File: src/design/mbd_pkg.sv
// Shared types, constants and the quad filter for the mip box downsampler.
// No dependencies; every other design file but mbd_ram uses this package.
package mbd_pkg;

  localparam int PIX_W       = 32;
  localparam int CFG_W       = 12;
  localparam int CFG_IDX_W   = 2;
  localparam int FMT_W       = 3;
  localparam int MAX_DIM_DEF = 2048;
  localparam int QUEUE_DEPTH = 4;
  localparam int QC_W        = $clog2(QUEUE_DEPTH + 1);
  localparam int QP_W        = $clog2(QUEUE_DEPTH);

  // Register indexes on the configuration port
  localparam logic [CFG_IDX_W-1:0] CFG_FORMAT = 2'd0;
  localparam logic [CFG_IDX_W-1:0] CFG_WIDTH  = 2'd1;
  localparam logic [CFG_IDX_W-1:0] CFG_HEIGHT = 2'd2;

  // Channel masks
  localparam logic [7:0] M1 = 8'h01;
  localparam logic [7:0] M4 = 8'h0F;
  localparam logic [7:0] M5 = 8'h1F;
  localparam logic [7:0] M6 = 8'h3F;
  localparam logic [7:0] M8 = 8'hFF;

  typedef enum logic [FMT_W-1:0] {
    FMT_ARGB8888 = 3'd0,
    FMT_R5G6B5   = 3'd1,
    FMT_A4R4G4B4 = 3'd2,
    FMT_A1R5G5B5 = 3'd3,
    FMT_L8       = 3'd4
  } fmt_t;

  // Word handed from the front to the queue stage
  typedef struct packed {
    logic             h1;    // parent height of one: no line buffer read
    logic             last;  // closes the level
    logic [PIX_W-1:0] left;  // bottom-left sample
    logic [PIX_W-1:0] px;    // bottom-right sample
  } stage_t;

  // One full quad waiting for the filter
  typedef struct packed {
    logic [PIX_W-1:0] tl;
    logic [PIX_W-1:0] tr;
    logic [PIX_W-1:0] bl;
    logic [PIX_W-1:0] br;
    logic             last;
  } q_entry_t;

  function automatic logic [7:0] avg8(input logic [7:0] a, input logic [7:0] b,
                                      input logic [7:0] c, input logic [7:0] d);
    logic [9:0] s;
    s = 10'(a) + 10'(b) + 10'(c) + 10'(d) + 10'd2;
    return s[9:2];
  endfunction

  function automatic logic [7:0] avg_ch(input logic [PIX_W-1:0] a, input logic [PIX_W-1:0] b,
                                        input logic [PIX_W-1:0] c, input logic [PIX_W-1:0] d,
                                        input logic [4:0] sh, input logic [7:0] m);
    logic [7:0] r;
    r = avg8(8'(a >> sh) & m, 8'(b >> sh) & m, 8'(c >> sh) & m, 8'(d >> sh) & m);
    return r & m;
  endfunction

  function automatic logic [PIX_W-1:0] place(input logic [7:0] v, input logic [4:0] sh);
    return PIX_W'(v) << sh;
  endfunction

  function automatic logic [PIX_W-1:0] quad_filter(input fmt_t f,
      input logic [PIX_W-1:0] a, input logic [PIX_W-1:0] b,
      input logic [PIX_W-1:0] c, input logic [PIX_W-1:0] d);
    logic [PIX_W-1:0] res;
    logic [2:0]       ones;
    ones = 3'(a[15]) + 3'(b[15]) + 3'(c[15]) + 3'(d[15]);
    case (f)
      FMT_R5G6B5: begin
        res = place(avg_ch(a, b, c, d, 5'd11, M5), 5'd11)
            | place(avg_ch(a, b, c, d, 5'd5, M6), 5'd5)
            | place(avg_ch(a, b, c, d, 5'd0, M5), 5'd0);
      end
      FMT_A4R4G4B4: begin
        res = place(avg_ch(a, b, c, d, 5'd12, M4), 5'd12)
            | place(avg_ch(a, b, c, d, 5'd8, M4), 5'd8)
            | place(avg_ch(a, b, c, d, 5'd4, M4), 5'd4)
            | place(avg_ch(a, b, c, d, 5'd0, M4), 5'd0);
      end
      FMT_A1R5G5B5: begin
        // alpha is a majority vote: two of four set bits win
        res = place((ones >= 3'd2) ? M1 : 8'h00, 5'd15)
            | place(avg_ch(a, b, c, d, 5'd10, M5), 5'd10)
            | place(avg_ch(a, b, c, d, 5'd5, M5), 5'd5)
            | place(avg_ch(a, b, c, d, 5'd0, M5), 5'd0);
      end
      FMT_L8: begin
        res = place(avg_ch(a, b, c, d, 5'd0, M8), 5'd0);
      end
      default: begin
        res = place(avg_ch(a, b, c, d, 5'd24, M8), 5'd24)
            | place(avg_ch(a, b, c, d, 5'd16, M8), 5'd16)
            | place(avg_ch(a, b, c, d, 5'd8, M8), 5'd8)
            | place(avg_ch(a, b, c, d, 5'd0, M8), 5'd0);
      end
    endcase
    return res;
  endfunction

endpackage

File: src/design/mbd_back.sv
// Back end: filters the queued quad and holds the child pixel for the output side.
// Depends on mbd_pkg for the entry type and quad_filter.
module mbd_back (
  input  logic                      clk,
  input  logic                      rst_n,
  input  mbd_pkg::fmt_t             fmt,
  input  logic [mbd_pkg::QC_W-1:0]  q_count,
  input  mbd_pkg::q_entry_t         head,
  output logic                      pop,
  output logic                      out_valid,
  input  logic                      out_stall,
  output logic [mbd_pkg::PIX_W-1:0] out_child_pixel,
  output logic                      out_level_done
);
  import mbd_pkg::*;

  logic             out_valid_r, out_valid_nxt;
  logic [PIX_W-1:0] child_r;
  logic             done_r;

  always_comb begin
    // advance when the output register is empty or being taken
    pop           = (q_count != '0) && (!out_valid_r || !out_stall);
    out_valid_nxt = pop || (out_valid_r && out_stall);
  end

  always_ff @(posedge clk) begin
    if (!rst_n) begin
      out_valid_r <= 1'b0;
    end else begin
      out_valid_r <= out_valid_nxt;
    end
  end

  always_ff @(posedge clk) begin
    if (pop) begin
      child_r <= quad_filter(fmt, head.tl, head.tr, head.bl, head.br);
      done_r  <= head.last;
    end
  end

  assign out_valid       = out_valid_r;
  assign out_child_pixel = child_r;
  assign out_level_done  = done_r;

endmodule

File: config.mk
export PLATFORM = sky130hd
export DESIGN_NAME = mbd_back
export DESIGN_NICKNAME = d
export VERILOG_FILES = /design/src/design/mbd_pkg.sv /design/src/design/mbd_back.sv
export SDC_FILE = /design/constraint.sdc
export NUM_CORES = 1
export LEC_CHECK = 0
export ABC_AREA = 1
export BUFFER_PORTS_ARGS = -buffer_cell sky130_fd_sc_hd__buf_2
export CORE_ASPECT_RATIO = 1.1
export CORE_MARGIN = 8
export CORE_UTILIZATION = 35
export CTS_CLUSTER_DIAMETER = 40
export DETAILED_ROUTE_END_ITERATION = 10
export PLACE_DENSITY_LB_ADDON = 0.05
export SETUP_SLACK_MARGIN = 0.2
export SYNTH_ARGS = -nofsm -noshare
export SYNTH_HDL_FRONTEND = slang
export SYNTH_SLANG_ARGS = --single-unit
File: constraint.sdc
create_clock -name clk -period 3.9 [get_ports clk]
set_input_delay 0.39 -clock clk [delete_from_list [all_inputs] [get_ports clk]]
set_output_delay 0.39 -clock clk [all_outputs]
set_load 0.005 [all_outputs]
# Word-level counts from Yosys, hierarchy flattened
# Index checks and enable logic that the tools add are counted.
dict set report totals {
  ff_bits 34
  elab_cells 83
}
dict set report classes {
  add_sub_neg 55
  order_cmp 1
  n_eq_ne 4
  muxes 2
  n_bitwise 11
  n_reduce_logical 7
}
# operator count
set op_table {}
lappend op_table {{32-bit one-hot mux with 4 select lines} 1}
lappend op_table {{10-bit by 8-bit adder with 10-bit output} 8}
lappend op_table {{32-bit by 8-bit bitwise OR with 32-bit output} 2}
lappend op_table {{10-bit by 2-bit adder with 10-bit output, second input constant} 4}
lappend op_table {{8-bit by 8-bit adder with 9-bit output} 4}
lappend op_table {{32-bit by 16-bit bitwise OR with 32-bit output} 1}
lappend op_table {{32-bit by 24-bit bitwise OR with 32-bit output} 1}
lappend op_table {{32-bit by 4-bit bitwise OR with 32-bit output} 1}
lappend op_table {{32-bit by 5-bit bitwise OR with 32-bit output} 1}
lappend op_table {{6-bit by 5-bit adder with 7-bit output} 4}
lappend op_table {{7-bit by 2-bit adder with 7-bit output, second input constant} 4}
lappend op_table {{7-bit by 5-bit adder with 7-bit output} 4}
lappend op_table {{5-bit by 4-bit adder with 6-bit output} 4}
lappend op_table {{5-bit by 5-bit adder with 6-bit output} 4}
lappend op_table {{6-bit by 2-bit adder with 6-bit output, second input constant} 4}
lappend op_table {{6-bit by 4-bit adder with 6-bit output} 4}
lappend op_table {{23-bit by 10-bit bitwise OR with 23-bit output} 1}
lappend op_table {{23-bit by 15-bit bitwise OR with 23-bit output} 1}
lappend op_table {{4-bit by 4-bit adder with 5-bit output} 4}
lappend op_table {{16-bit by 11-bit bitwise OR with 16-bit output} 1}
lappend op_table {{16-bit by 12-bit bitwise OR with 16-bit output} 1}
lappend op_table {{16-bit by 5-bit bitwise OR with 16-bit output} 1}
lappend op_table {{7-bit by 6-bit adder with 8-bit output} 1}
lappend op_table {{8-bit by 2-bit adder with 8-bit output, second input constant} 1}
lappend op_table {{other kinds (14)} 18}

# Depth between registers and ports, before layout
# Gate-level depths: netlist of run 1.
dict set report depth {
  depth_word 9
  ltp_mapped 19
}

# Worst setup path after synthesis of run 1
# OpenSTA, ideal clock, no wires.
dict set report synth_timing {
  path_kind {input -> register}
  startpoint {input port head[65] (netlist name)}
  endpoint {register child_r[7], in the netlist out_child_pixel[7], data pin}
  setup_ns 0.264
  t_arrival_ns 2.843
  required_ns 3.636
  setup_slack_ns 0.794
  cell_stages 18
  n_path_buf 0
  path_cell_list {ha_1 -> fa_1 -> nand3_1 -> nand2_1 -> nand2_1 -> nand2_1 -> a21oi_1 -> xnor2_1 -> fa_1 -> ha_1 -> inv_1 -> o21bai_1 -> nor2_1 -> nand2_1 -> nand2_1 -> nand2_1 -> nand2_1 -> nand3_1}
}
dict set report synth_via {
  elab_chain_cells 6
}
# item line
set synth_lines {}
lappend synth_lines {{from (decl)} mbd_back.sv:8} ;# input mbd_pkg::q_entry_t head,
lappend synth_lines {{8-bit by 8-bit adder with 9-bit output *} mbd_pkg.sv:54} ;# s = 10'(a) + 10'(b) + 10'(c) + 10'(d) + 10'd2;
lappend synth_lines {{10-bit by 8-bit adder with 10-bit output * (2 in a row)} mbd_pkg.sv:54}
lappend synth_lines {{10-bit by 2-bit adder with 10-bit output *} mbd_pkg.sv:54}
lappend synth_lines {{32-bit by 8-bit bitwise OR with 32-bit output} mbd_pkg.sv:102} ;# | place(avg_ch(a, b, c, d, 5'd0, M8), 5'd0);
lappend synth_lines {{32-bit one-hot mux with 4 select lines *} mbd_pkg.sv:76} ;# case (f)
lappend synth_lines {{to (signal assigned)} mbd_back.sv:37} ;# child_r <= quad_filter(fmt, head.tl, head.tr, head.bl, head.br);
lappend synth_lines {{to (decl)} mbd_back.sv:18} ;# logic [PIX_W-1:0] child_r;
# Mark *: on every way between the ends. The rest lies on a longest branch, timed or not.
# A chain may end at the register's enable or synchronous reset.

# Final worst setup path of run 1
dict set report layout_timing {
  startpoint {input port head[105] (netlist name)}
  endpoint {register child_r[13], in the netlist out_child_pixel[13], data pin}
}
dict set report layout_via {
  elab_chain_cells 7
}
# item line
set layout_lines {}
lappend layout_lines {{8-bit by 8-bit adder with 9-bit output} mbd_pkg.sv:54}
lappend layout_lines {{10-bit by 8-bit adder with 10-bit output (2 in a row)} mbd_pkg.sv:54}
lappend layout_lines {{10-bit by 2-bit adder with 10-bit output} mbd_pkg.sv:54}
lappend layout_lines {{32-bit by 16-bit bitwise OR with 32-bit output} mbd_pkg.sv:101} ;# | place(avg_ch(a, b, c, d, 5'd8, M8), 5'd8)
lappend layout_lines {{32-bit by 8-bit bitwise OR with 32-bit output} mbd_pkg.sv:102}
lappend layout_lines {{32-bit one-hot mux with 4 select lines} mbd_pkg.sv:76}
# No other way between the ends.

==> results.md, run 1 <==
- Status: finished, final reports clean
- Placed Area: 8942 µm²
- Initial antenna violation count: 0
- Post-route setup slack: 0.7234 ns
- Detail Route Antenna Nets: 0
- Iteration count of the initial detailed-routing pass: 4
- CP max FO: 5
- Hold crit path type: primary input to flip-flop
- Total grt overflow: 0
- Pre-CTS setup slack: 0.4199 ns
- Horiz. Die Dim: around 160 µm
- Die height: around 170 µm
- # port buffers: between 150 and 200
- Leak: between 0.005 and 0.006 µW
- Clk pin slew, worst setup/hold paths: approximately 0.06 ns
- Min Clock Period, post-route: between 3 and 4 ns
- Worst EP required: 3.93 ns
- Cts hold-fix bufs: 0
- Hold Path Sink: out_level_done$_DFFE_PP_
- Setup Crit Path Kind: primary input to flip-flop
- Clock tree buffer depth: 2
- Peak Freq: approximately 310 MHz
- R2R Setup Slk: between 2 and 2.5 ns
- Final Instance Area: slightly above 9000 µm²
- Critical Path Most Common Cell: nand2_1
- Vias/cell: 4.664
- Sink Count: 34
- FF+latch area: just over 1000 µm²
- Reg2reg start: out_valid$_SDFF_PN0_
- Number of synthesized flops with an enable pin: 33
- Most frequent cells in the layout: 250 x nand2_1, 215 x inv_1, 172 x buf_2, 111 x ha_1
- Largest net degree at the start of global routing: 35
- Register area share after synthesis: between 10% and 20%
- Clk Latency, worst-skew pair: 0.29 ns
- Critical path's slowest cell: fa_1
- CP bufs+invs: 2
- Reg2Reg Capture Point: out_child_pixel[0]$_DFFE_PP_
- Max Used Layer: met4
- DR iter-0 viols: approximately 220
- Fin Setup TNS: 0 ns
- Root Driver: clkbuf_16
- TritonCTS Buffers: 5
- Yosys reg bits: 34
- Post-Layout Cell Count: approximately 1500
- DP Cell Count: around 1500
- Via count: 7155
- HPWL Detailed: 19.03 mm
- GRT Total Usage: roughly 15%
- Routed met2 length: 10.31 mm
- Num ports: about 170
- Synth Cell Area: roughly 7700 µm²
- Vias in the first global route: 7299
- Std-Cell Core Area: ~22000 µm²
- CTS tree: yes
- Footprint of the multi-input gates: 5887 µm²
- Maximum vdd ir drop: about 160 µV
- CP endpoint kind: flip-flop
- Worst rel slew slack: 38.59%
- Hold depth: 1
- CP Cell Sequence: buf_2, ha_1, inv_1, fa_1, o21ai_2, nand2_1, nand2_1, nand2_1, nand2_1, xor2_1, fa_1, ha_1, nand2_1, nor2_1, nor2_1, nand2_1, nand2_1, nand2_1, nand2_1, nand3_1
- Final worst clock skew: ~0.0067 ns
- PD cells: just under 400 nW/µm²
- Synth async-reset ratio: 0%
- Nets: approximately 1600
- Worst endpoint data arrival time: about 3.2 ns
- H-Tree Level Count: 2
- Setup crit start kind: primary input
- Post-CTS Setup Bufs: 0
- R2r worst-path depth: 2
- Synth Instances: approximately 1100
- Layout Area Growth over Synthesis: 17.42%
- Metal3 WL: 805 µm
- Met1 wire length: ~9.9 mm
- Syn_nets: between 1000 and 1500
- Final wirelength: ~21 mm
- Placer congestion estimate: between 0.8 and 0.9
- Std cell rows: 57
- Fillers: approximately 2400
- Mean Syn Cell Area: between 7 and 8 µm²
- WL/cell: approximately 14 µm
- Post-CTS resize count: 0
- Die area: about 27000 µm²
- Top FF cell, synth: edfxtp_1
- Share of cells above drive strength 1: ~16%
- Most common cell after layout, fill and taps aside: nand2_1
- CP delay by family, top: adder cells
- Yosys warns: 0
- First-pass GRT wire length: around 34 mm
- Worst slew pin tran: 0.9211 ns
- Total of max-cap violations: 0
- Max-slew violations: 0
- Worst stage delay on the critical path: 0.44 ns
- DRC: 0
- Starting density of the core: 35.36%
- Fin. Hold Viols: 0
- Netlist cell types: 35
- RSZ-0062 raised after global routing: no
- Period utilization: around four fifths
- Final Setup Violations: 0
- Hold Crit Start: head[0]
==> logic make-up (layout without fill, tap and decap cells) <==
family	count (synthesis)	after routing	synth area share, %
buffers and inverters	222	397	10.92
other	0	1	0
adder cells (fa/ha/maj)	186	186	37.33
flip-flops	34	34	13.06
XOR/XNOR	26	26	2.941
AND/OR/NAND/NOR	449	449	25.19
AO/OA/AOI/OAI	146	146	10.55
==> cell usage after synthesis, types with 2 or more instances <==
cell | n | area (µm²)
ha_1 | 111 | 1389
xnor2_1 | 8 | 70.07
o21ai_0 | 24 | 120.1
buf_4 | 3 | 22.52
inv_2 | 2 | 7.510
o211ai_1 | 6 | 45.04
o21ai_2 | 2 | 17.52
a21o_1 | 8 | 60.06
nor3_1 | 5 | 25.02
nor2_4 | 2 | 22.52
xor2_1 | 18 | 157.7
fa_1 | 75 | 1501
nor2_1 | 58 | 217.7
o21ai_1 | 3 | 15.01
o21bai_1 | 7 | 52.55
nand3b_1 | 9 | 67.56
inv_1 | 215 | 807.0
nand2_1 | 250 | 938.4
nand3_1 | 86 | 430.4
nand4_1 | 26 | 162.7
edfxtp_1 | 33 | 991.0
or2_2 | 10 | 62.56
o21a_1 | 5 | 37.54
a21oi_1 | 86 | 430.4
==> worst register-to-register path: stages (launching register included) <==
cell	delay (ns)
dfxtp_1	0.31
nand2_1	0.07
o31a_2	0.76
==> stage by stage <==
step / utilization [%] / hold slack (ns) / power [µW]
after floorplan: - / 0.4889 / 2448
after global placement: 40.84 / 0.5415 / 3203
after detailed placement: 40.84 / 0.5503 / 3195
after CTS: 41.51 / 0.2838 / 3624
after global routing: 41.51 / 0.2891 / 4028
final: 41.52 / 0.2902 / 3568
==> power breakdown <==
part / internal (µW) / total, µW / switching, µW
Sequential: 571 / 612 / 41.7
Clock: 236 / 401 / 164
Combinational: 1030 / 2560 / 1530
==> metal layers <==
layer  up-vias  GRT usage [%]
li1       3809              -
met1      3222          19.95
met2       115          28.05
met3         9          1.150
met4         0          2.527
met5         -              0
==> worst max path at each step <==
stage,startpoint,to,slack (ns),cells past startpoint
after floorplan,head[65],out_child_pixel[7]$_DFFE_PP_,0.79,18
after global placement,head[105],out_child_pixel[13]$_DFFE_PP_,0.44,20
after detailed placement,head[105],out_child_pixel[15]$_DFFE_PP_,0.42,14
after CTS,head[105],out_child_pixel[13]$_DFFE_PP_,0.71,20
after global routing,head[105],out_child_pixel[13]$_DFFE_PP_,0.41,20
final,head[105],out_child_pixel[13]$_DFFE_PP_,0.72,20
==> registers in the layout, indices dropped and copies added (netlist names) <==
name,count
out_child_pixel,32
out_level_done,1
out_valid,1
==> final cells by class <==
class	count	share of cell area (%)
diodes	1	0.02753
flip-flops and latches	34	11.12
repair buffers	172	9.469
clock buffers	5	1.376
inverters	217	8.960
clock inverters	3	0.2340
well taps	295	4.060
multi-input cells	807	64.75
Power figures use the tool's default switching activity.
==> inputs of run 2 (changes only) <==
==> constraint.sdc (replaced) <==
create_clock -name clk -period 2.7 [get_ports clk]
set_input_delay 0.27 -clock clk [delete_from_list [all_inputs] [get_ports clk]]
set_output_delay 0.27 -clock clk [all_outputs]
set_load 0.005 [all_outputs]
==> run 2 against run 1 <==
Via count grew 9.7%; highest routed layer unchanged; critical path depth shrank 1; design area grew 29%; hold slack lost 0.13 ns; critical endpoint is now out_child_pixel[12]$_DFFE_PP_; register-to-register slack lost 1.2 ns; final cell count grew 11%; global-route usage grew 1.2 points; combinational power grew 120%; count of clock-buffer cells in the layout is the same; the run now ends with setup timing left.
==> results.md, run 2 (synthesis results as in run 1) <==
- Std-Cell Core Area: 21890 µm² (unchanged)
- Post-route setup slack: -0.08322 ns (was 0.7234 ns)
- Worst endpoint data arrival time: 2.81 ns (was 3.21 ns)
- Max-slew violations: 0 (unchanged)
- Detail Route Antenna Nets: 0 (unchanged)
- GRT Total Usage: 16.70% (was 15.46%)
- TritonCTS Buffers: 5 (unchanged)
- Hold Crit Start: head[0] (unchanged)
- Final worst clock skew: 0.003126 ns (was 0.006678 ns)
- Reg2Reg Capture Point: out_child_pixel[2]$_DFFE_PP_ (was out_child_pixel[0]$_DFFE_PP_)
- Layout Area Growth over Synthesis: 51.91% (was 17.42%)
- Via count: 7847 (was 7155)
- Num ports: 173 (unchanged)
- Hold depth: 1 (unchanged)
- Worst slew pin tran: 0.6340 ns (was 0.9211 ns)
- DP Cell Count: 1667 (was 1525)
- Clock tree buffer depth: 2 (unchanged)
- PD cells: 614.8 nW/µm² (was 392.5 nW/µm²)
- Leak: 0.006042 µW (was 0.005015 µW)
- Final Instance Area: 11760 µm² (was 9091 µm²)
- Root Driver: clkbuf_16 (unchanged)
- Die height: 172.0 µm (unchanged)
- DR iter-0 viols: 243 (was 219)
- Worst rel slew slack: 57.74% (was 38.59%)
- Fin Setup TNS: -0.2285 ns (was 0 ns)
- Std cell rows: 57 (unchanged)
- Placed Area: 10450 µm² (was 8942 µm²)
- Worst EP required: 2.73 ns (was 3.93 ns)
- Fin. Hold Viols: 0 (unchanged)
- Post-Layout Cell Count: 1699 (was 1534)
- Starting density of the core: 35.36% (unchanged)
- Status: complete, but fails checks (was finished, final reports clean)
- Share of cells above drive strength 1: 39.96% (was 16.16%)
- Iteration count of the initial detailed-routing pass: 4 (unchanged)
- Overall Power: 7231 µW (was 3568 µW)
- Most common cell after layout, fill and taps aside: nand2_1 (unchanged)
- WL/cell: 13.42 µm (was 13.78 µm)
- Horiz. Die Dim: 157.8 µm (unchanged)
- DRC: 0 (unchanged)
- Setup crit start kind: primary input (unchanged)
- Failing checks: setup timing
- Peak Freq: between 300 and 400 MHz
- CP max FO: 4 (was 5)
- H-Tree Level Count: 2 (unchanged)
- # port buffers: 172 (unchanged)
- Hold Path Sink: out_level_done$_DFFE_PP_ (unchanged)
- Setup Crit Path Kind: primary input to flip-flop (unchanged)
- Inserted Diodes: 0 (was 1)
- Cts hold-fix bufs: 0 (unchanged)
- Final Setup Violations: 6 (was 0)
- Total of max-cap violations: 0 (unchanged)
- Vias in the first global route: 8230 (was 7299)
- RSZ-0062 raised after global routing: yes (was no)
- Largest net degree at the start of global routing: 24 (was 35)
- Reg2reg start: out_valid$_SDFF_PN0_ (unchanged)
- Vias/cell: 4.619 (was 4.664)
- R2r worst-path depth: 3 (was 2)
- Total grt overflow: 0 (unchanged)
- First-pass GRT wire length: 37.18 mm (was 34.36 mm)
- CTS tree: yes (unchanged)
- Final wirelength: 22.79 mm (was 21.14 mm)
- Period utilization: 103.1%
- Maximum vdd ir drop: 272.3 µV (was 159.9 µV)
- Nets: 1727 (was 1561)
- Initial antenna violation count: 0 (unchanged)
- HPWL Detailed: 19.89 mm (was 19.03 mm)
- Most frequent cells in the layout: 205 x nand2_1, 197 x inv_1, 161 x buf_2, 152 x buf_4, 72 x ha_1 (was 250 x nand2_1, 215 x inv_1, 172 x buf_2, 111 x ha_1)
- Hold crit path type: primary input to flip-flop (unchanged)
- Clk Latency, worst-skew pair: 0.28 ns (was 0.29 ns)
- Max reg flops: 32 (unchanged)
- Fin util: 53.72% (was 41.52%)
- Placer congestion estimate: 0.8650 (was 0.8146)
- CP endpoint kind: flip-flop (unchanged)
- Clk pin slew, worst setup/hold paths: 0.06 ns (about the same)
- R2R Setup Slk: 1.14 ns (was 2.36 ns)
- Sink Count: 34 (unchanged)
- Die area: 27140 µm² (unchanged)
- Min Clock Period, post-route: ~2.8 ns
[run 2: cell types whose count changed in the layout (fill, tap and decap cells not counted), sizes merged]
cell / delta
buf: +166
clkinvlp: +1
bufinv: +1
clkinv: -2
diode: -1
[run 2: critical path, cell delays in order]
cell	delay, ns
buf_8	0.08
ha_4	0.13
inv_2	0.04
fa_2	0.39
o21ai_4	0.16
nand2_1	0.07
nand2_1	0.07
nand2_1	0.06
nand2_2	0.08
xor2_2	0.16
fa_1	0.48
ha_4	0.35
buf_6	0.11
buf_6	0.09
inv_2	0.02
nand2_1	0.05
nand2_1	0.07
nand2_1	0.06
nand3b_1	0.07
[run 2: where the power goes]
group | switching, µW | internal, µW | total [µW]
Combinational | 2940 | 2730 | 5670
Clock | 235 | 435 | 670
Sequential | 62.8 | 824 | 887
Total | 3240 | 3990 | 7230
[run 2: area by class of cell]
cell class,instances,area [µm²]
Tap cell,295,369.1
Clock inverter,3,45.04
Clock buffer,5,125.1
Timing Repair Buffer,338,2243
Inverter,217,822.0
Fill cell,2170,10130
Multi-Input combinational cell,807,7146
Sequential cell,34,1011
[run 2: metrics by stage]
stage	worst slack (ns)	hold slack, ns
5_1_grt	-0.2360	0.1558
3_5_place_dp	-0.4414	0.4523
6_report	-0.08322	0.1614
4_1_cts	-0.05312	0.1587
3_3_place_gp	-0.4015	0.4471
2_1_floorplan	-0.09099	0.3689
[run 2: how the worst max path moves through the flow]
stage / startpoint / endpoint / cells past startpoint
2_1_floorplan: head[73] / out_child_pixel[13]$_DFFE_PP_ / 19
3_3_place_gp: head[73] / out_child_pixel[13]$_DFFE_PP_ / 20
3_5_place_dp: head[73] / out_child_pixel[13]$_DFFE_PP_ / 20
4_1_cts: head[97] / out_child_pixel[7]$_DFFE_PP_ / 19
5_1_grt: head[73] / out_child_pixel[14]$_DFFE_PP_ / 20
6_report: head[73] / out_child_pixel[12]$_DFFE_PP_ / 19
[run 2: layer usage]
metal / vias to the layer above / wire [µm] / track usage [%]
met2: 118 / 11540 / 31.35
met5: - / 0 / 0
met1: 3591 / 10070 / 20.50
li1: 4123 / - / -
met4: 0 / 209 / 2.568
met3: 15 / 970 / 1.650
[run 2: repair_timing]
item | 4_1_cts | 5_1_grt
endpoints found under the setup margin | 28 | 29
pin swaps | 104 | 101
buffers inserted | 11 | 13
resized for setup | 88 | 119
==> inputs of run 3 (changes only) <==
--- a/config.mk
+++ b/config.mk
@@ -7,7 +7,8 @@
 export LEC_CHECK = 0
 export ABC_AREA = 1
 export BUFFER_PORTS_ARGS = -buffer_cell sky130_fd_sc_hd__buf_2
-export CORE_ASPECT_RATIO = 1.1
+export CAP_MARGIN = 20
+export CORE_ASPECT_RATIO = 2
 export CORE_MARGIN = 8
 export CORE_UTILIZATION = 35
 export CTS_CLUSTER_DIAMETER = 40
==> run 3 against run 2 <==
The flow still finishes with violations (setup timing); maximum frequency decreased by 1.6%; design area hardly changed; register-to-register slack lost 0.02 ns; count of clock-buffer cells in the layout unchanged; sequential power is 1% higher.
==> results.md, run 3 (synthesis results as in run 1) <==
- Worst slew pin tran: 0.8246 ns (was 0.6340 ns)
- Fin Setup TNS: -0.4557 ns (was -0.2285 ns)
- DRC: 0 (unchanged)
- Vias in the first global route: 8999 (was 8230)
- Detail Route Antenna Nets: 0 (unchanged)
- Max reg flops: 32 (unchanged)
- # port buffers: 172 (unchanged)
- CP endpoint kind: flip-flop (unchanged)
- Clk pwr share: 9.4% (was 9.3%)
- GRT Total Usage: 19.10% (was 16.70%)
- Placed Area: 10660 µm² (was 10450 µm²)
- Hold crit path type: primary input to flip-flop (unchanged)
- Min Clock Period, post-route: 2.828 ns (was 2.783 ns)
- Die height: 226.3 µm (was 172.0 µm)
- Final worst clock skew: 0.008553 ns (was 0.003126 ns)
- Internal power: 3941 µW (was 3992 µW)
- Die area: 27430 µm² (was 27140 µm²)
- Initial antenna violation count: 2 (was 0)
- Post-Layout Cell Count: 1703 (was 1699)
- Maximum vdd ir drop: 391.7 µV (was 272.3 µV)
- Fillers: 2211 (was 2170)
- Share of cells above drive strength 1: 40.29% (was 39.96%)
- Hold depth: 1 (unchanged)
- Most common cell after layout, fill and taps aside: nand2_1 (unchanged)
- R2r worst-path depth: 3 (unchanged)
- Layout Area Growth over Synthesis: 51.79% (was 51.91%)
- CTS tree: yes (unchanged)
- Horiz. Die Dim: 121.2 µm (was 157.8 µm)
- Crit. Startpoint: head[76] (was head[73])
- Post-route setup slack: -0.1283 ns (was -0.08322 ns)
- Setup crit start kind: primary input (unchanged)
- Max-slew violations: 0 (unchanged)
- Failing checks: setup timing (unchanged)
- Leak: 0.006129 µW (was 0.006042 µW)
- Num ports: 173 (unchanged)
- CP max FO: 4 (unchanged)
- Flop pwr share: 12.6% (was 12.3%)
- TritonCTS Buffers: 5 (unchanged)
- Worst EP required: 2.73 ns (about the same)
- Clk pin slew, worst setup/hold paths: 0.06 ns (about the same)
- Period utilization: 104.8% (was 103.1%)
- Sw power: 3227 µW (was 3239 µW)
- RSZ-0062 raised after global routing: yes (unchanged)
- WL/cell: 15.19 µm (was 13.42 µm)
- Starting density of the core: 35.25% (was 35.36%)
- FF+latch area: 1011 µm² (unchanged)
- Total grt overflow: 0 (unchanged)
- Nets: 1750 (was 1727)
- Iteration count of the initial detailed-routing pass: 4 (unchanged)
- Worst endpoint data arrival time: 2.86 ns (was 2.81 ns)
- Clock tree buffer depth: 2 (unchanged)
- Sink Count: 34 (unchanged)
- Vias/cell: 4.802 (was 4.619)
- Final wirelength: 25.87 mm (was 22.79 mm)
- Sw frac: 45.02% (was 44.80%)
- Total of max-cap violations: 0 (unchanged)
- Final Setup Violations: 9 (was 6)
- Setup Crit Path Kind: primary input to flip-flop (unchanged)
- Inserted Diodes: 0 (unchanged)
- Placer congestion estimate: 0.8681 (was 0.8650)
- Hold Path Sink: out_level_done$_DFFE_PP_ (unchanged)
- Overall Power: 7168 µW (was 7231 µW)
- H-Tree Level Count: 2 (unchanged)
- HPWL Detailed: 23.08 mm (was 19.89 mm)
- R2R Setup Slk: 1.12 ns (was 1.14 ns)
- Final Instance Area: 11750 µm² (was 11760 µm²)
- First-pass GRT wire length: 41.78 mm (was 37.18 mm)
- Reg2reg start: out_valid$_SDFF_PN0_ (unchanged)
- Most frequent cells in the layout: 205 x nand2_1, 198 x inv_1, 181 x buf_4, 164 x buf_2, 74 x ha_1 (was 205 x nand2_1, 197 x inv_1, 161 x buf_2, 152 x buf_4, 72 x ha_1)
- DR iter-0 viols: 158 (was 243)
- Pre-CTS setup slack: -0.4648 ns (was -0.4414 ns)
- Peak Freq: 353.6 MHz (was 359.3 MHz)
- Logic pwr share: 78.1% (was 78.5%)
- Footprint of the multi-input gates: 7044 µm² (was 7146 µm²)
- PD cells: 609.9 nW/µm² (was 614.8 nW/µm²)
- Fin. Hold Viols: 0 (unchanged)
- Std cell rows: 77 (was 57)
- Status: complete, but fails checks (unchanged)
- Hold Crit Start: head[0] (unchanged)
- Via count: 8177 (was 7847)
- Reg2Reg Capture Point: out_child_pixel[10]$_DFFE_PP_ (was out_child_pixel[2]$_DFFE_PP_)
- Largest net degree at the start of global routing: 25 (was 24)
- Clk Latency, worst-skew pair: 0.28 ns (about the same)
- DP Cell Count: 1679 (was 1667)
- Root Driver: clkbuf_16 (unchanged)
- Worst rel slew slack: 44.97% (was 57.74%)
- Std-Cell Core Area: 21970 µm² (was 21890 µm²)
-- run 3: cell types whose count changed in the layout (fill, tap and decap cells not counted), sizes merged --
cell	previous run	this run
buf	338	361
-- run 3: worst max path at each step --
stage | end | slack (ns)
3_5_place_dp | out_child_pixel[13]$_DFFE_PP_ | -0.46
6_report | out_child_pixel[13]$_DFFE_PP_ | -0.13
2_1_floorplan | out_child_pixel[13]$_DFFE_PP_ | -0.09
5_1_grt | out_child_pixel[13]$_DFFE_PP_ | -0.29
3_3_place_gp | out_child_pixel[13]$_DFFE_PP_ | -0.43
4_1_cts | out_child_pixel[13]$_DFFE_PP_ | -0.10
-- run 3: layout make-up --
| class | count | share of cell area, % |
|---|---|---|
| multi-input combinational | 807 | 59.94 |
| timing repair buffer | 361 | 20.14 |
| sequential | 34 | 8.602 |
| inverter | 217 | 6.931 |
| tap | 276 | 2.938 |
| clock buffer | 5 | 1.065 |
| clock inverter | 3 | 0.3833 |
-- run 3: metrics by stage --
step,hold slack (ns),util [%]
4_1_cts,0.1600,52.10
6_report,0.1651,53.50
3_3_place_gp,0.4576,48.53
5_1_grt,0.1644,53.50
3_5_place_dp,0.4592,48.53
2_1_floorplan,0.3689,-
-- run 3: what timing repair did --
item | CTS | global route
setup buffers | 9 | 7
gates resized for setup | 117 | 57
pin swaps | 116 | 70
setup endpoints to repair | 29 | 29
hold endpoints to repair | 0 | 0
hold buffers | 0 | 0
-- run 3: power by group through the flow --
stage	Clock, µW	Sequential [µW]	Combinational [µW]
after global routing	707	917	6270
after CTS	689	903	5410
after global placement	0	922	4870
after floorplan	0	902	3010
after detailed placement	0	908	4910
final	671	900	5600
-- run 3: layer usage --
layer	track usage, %	part of all wire (%)	vias to the layer above
met5	0	0.10	-
met4	8.570	4.4	4
met3	1.920	3.1	57
met2	40.73	60	151
met1	16.74	32	3795
li1	-	-	4170
-- run 3: worst max-delay path: stages --
cell and delay (ns):
buf_2 0.11, ha_1 0.34, a21oi_2 0.20, o21ai_4 0.08, buf_4 0.14, buf_6 0.12, xor2_4 0.18, fa_1 0.49
ha_4 0.30, a21oi_4 0.16, nor2_1 0.05, nor2_1 0.12, nand2_1 0.07, nand2_1 0.07, nand2_1 0.04, nand2_1 0.05
nand3_1 0.07
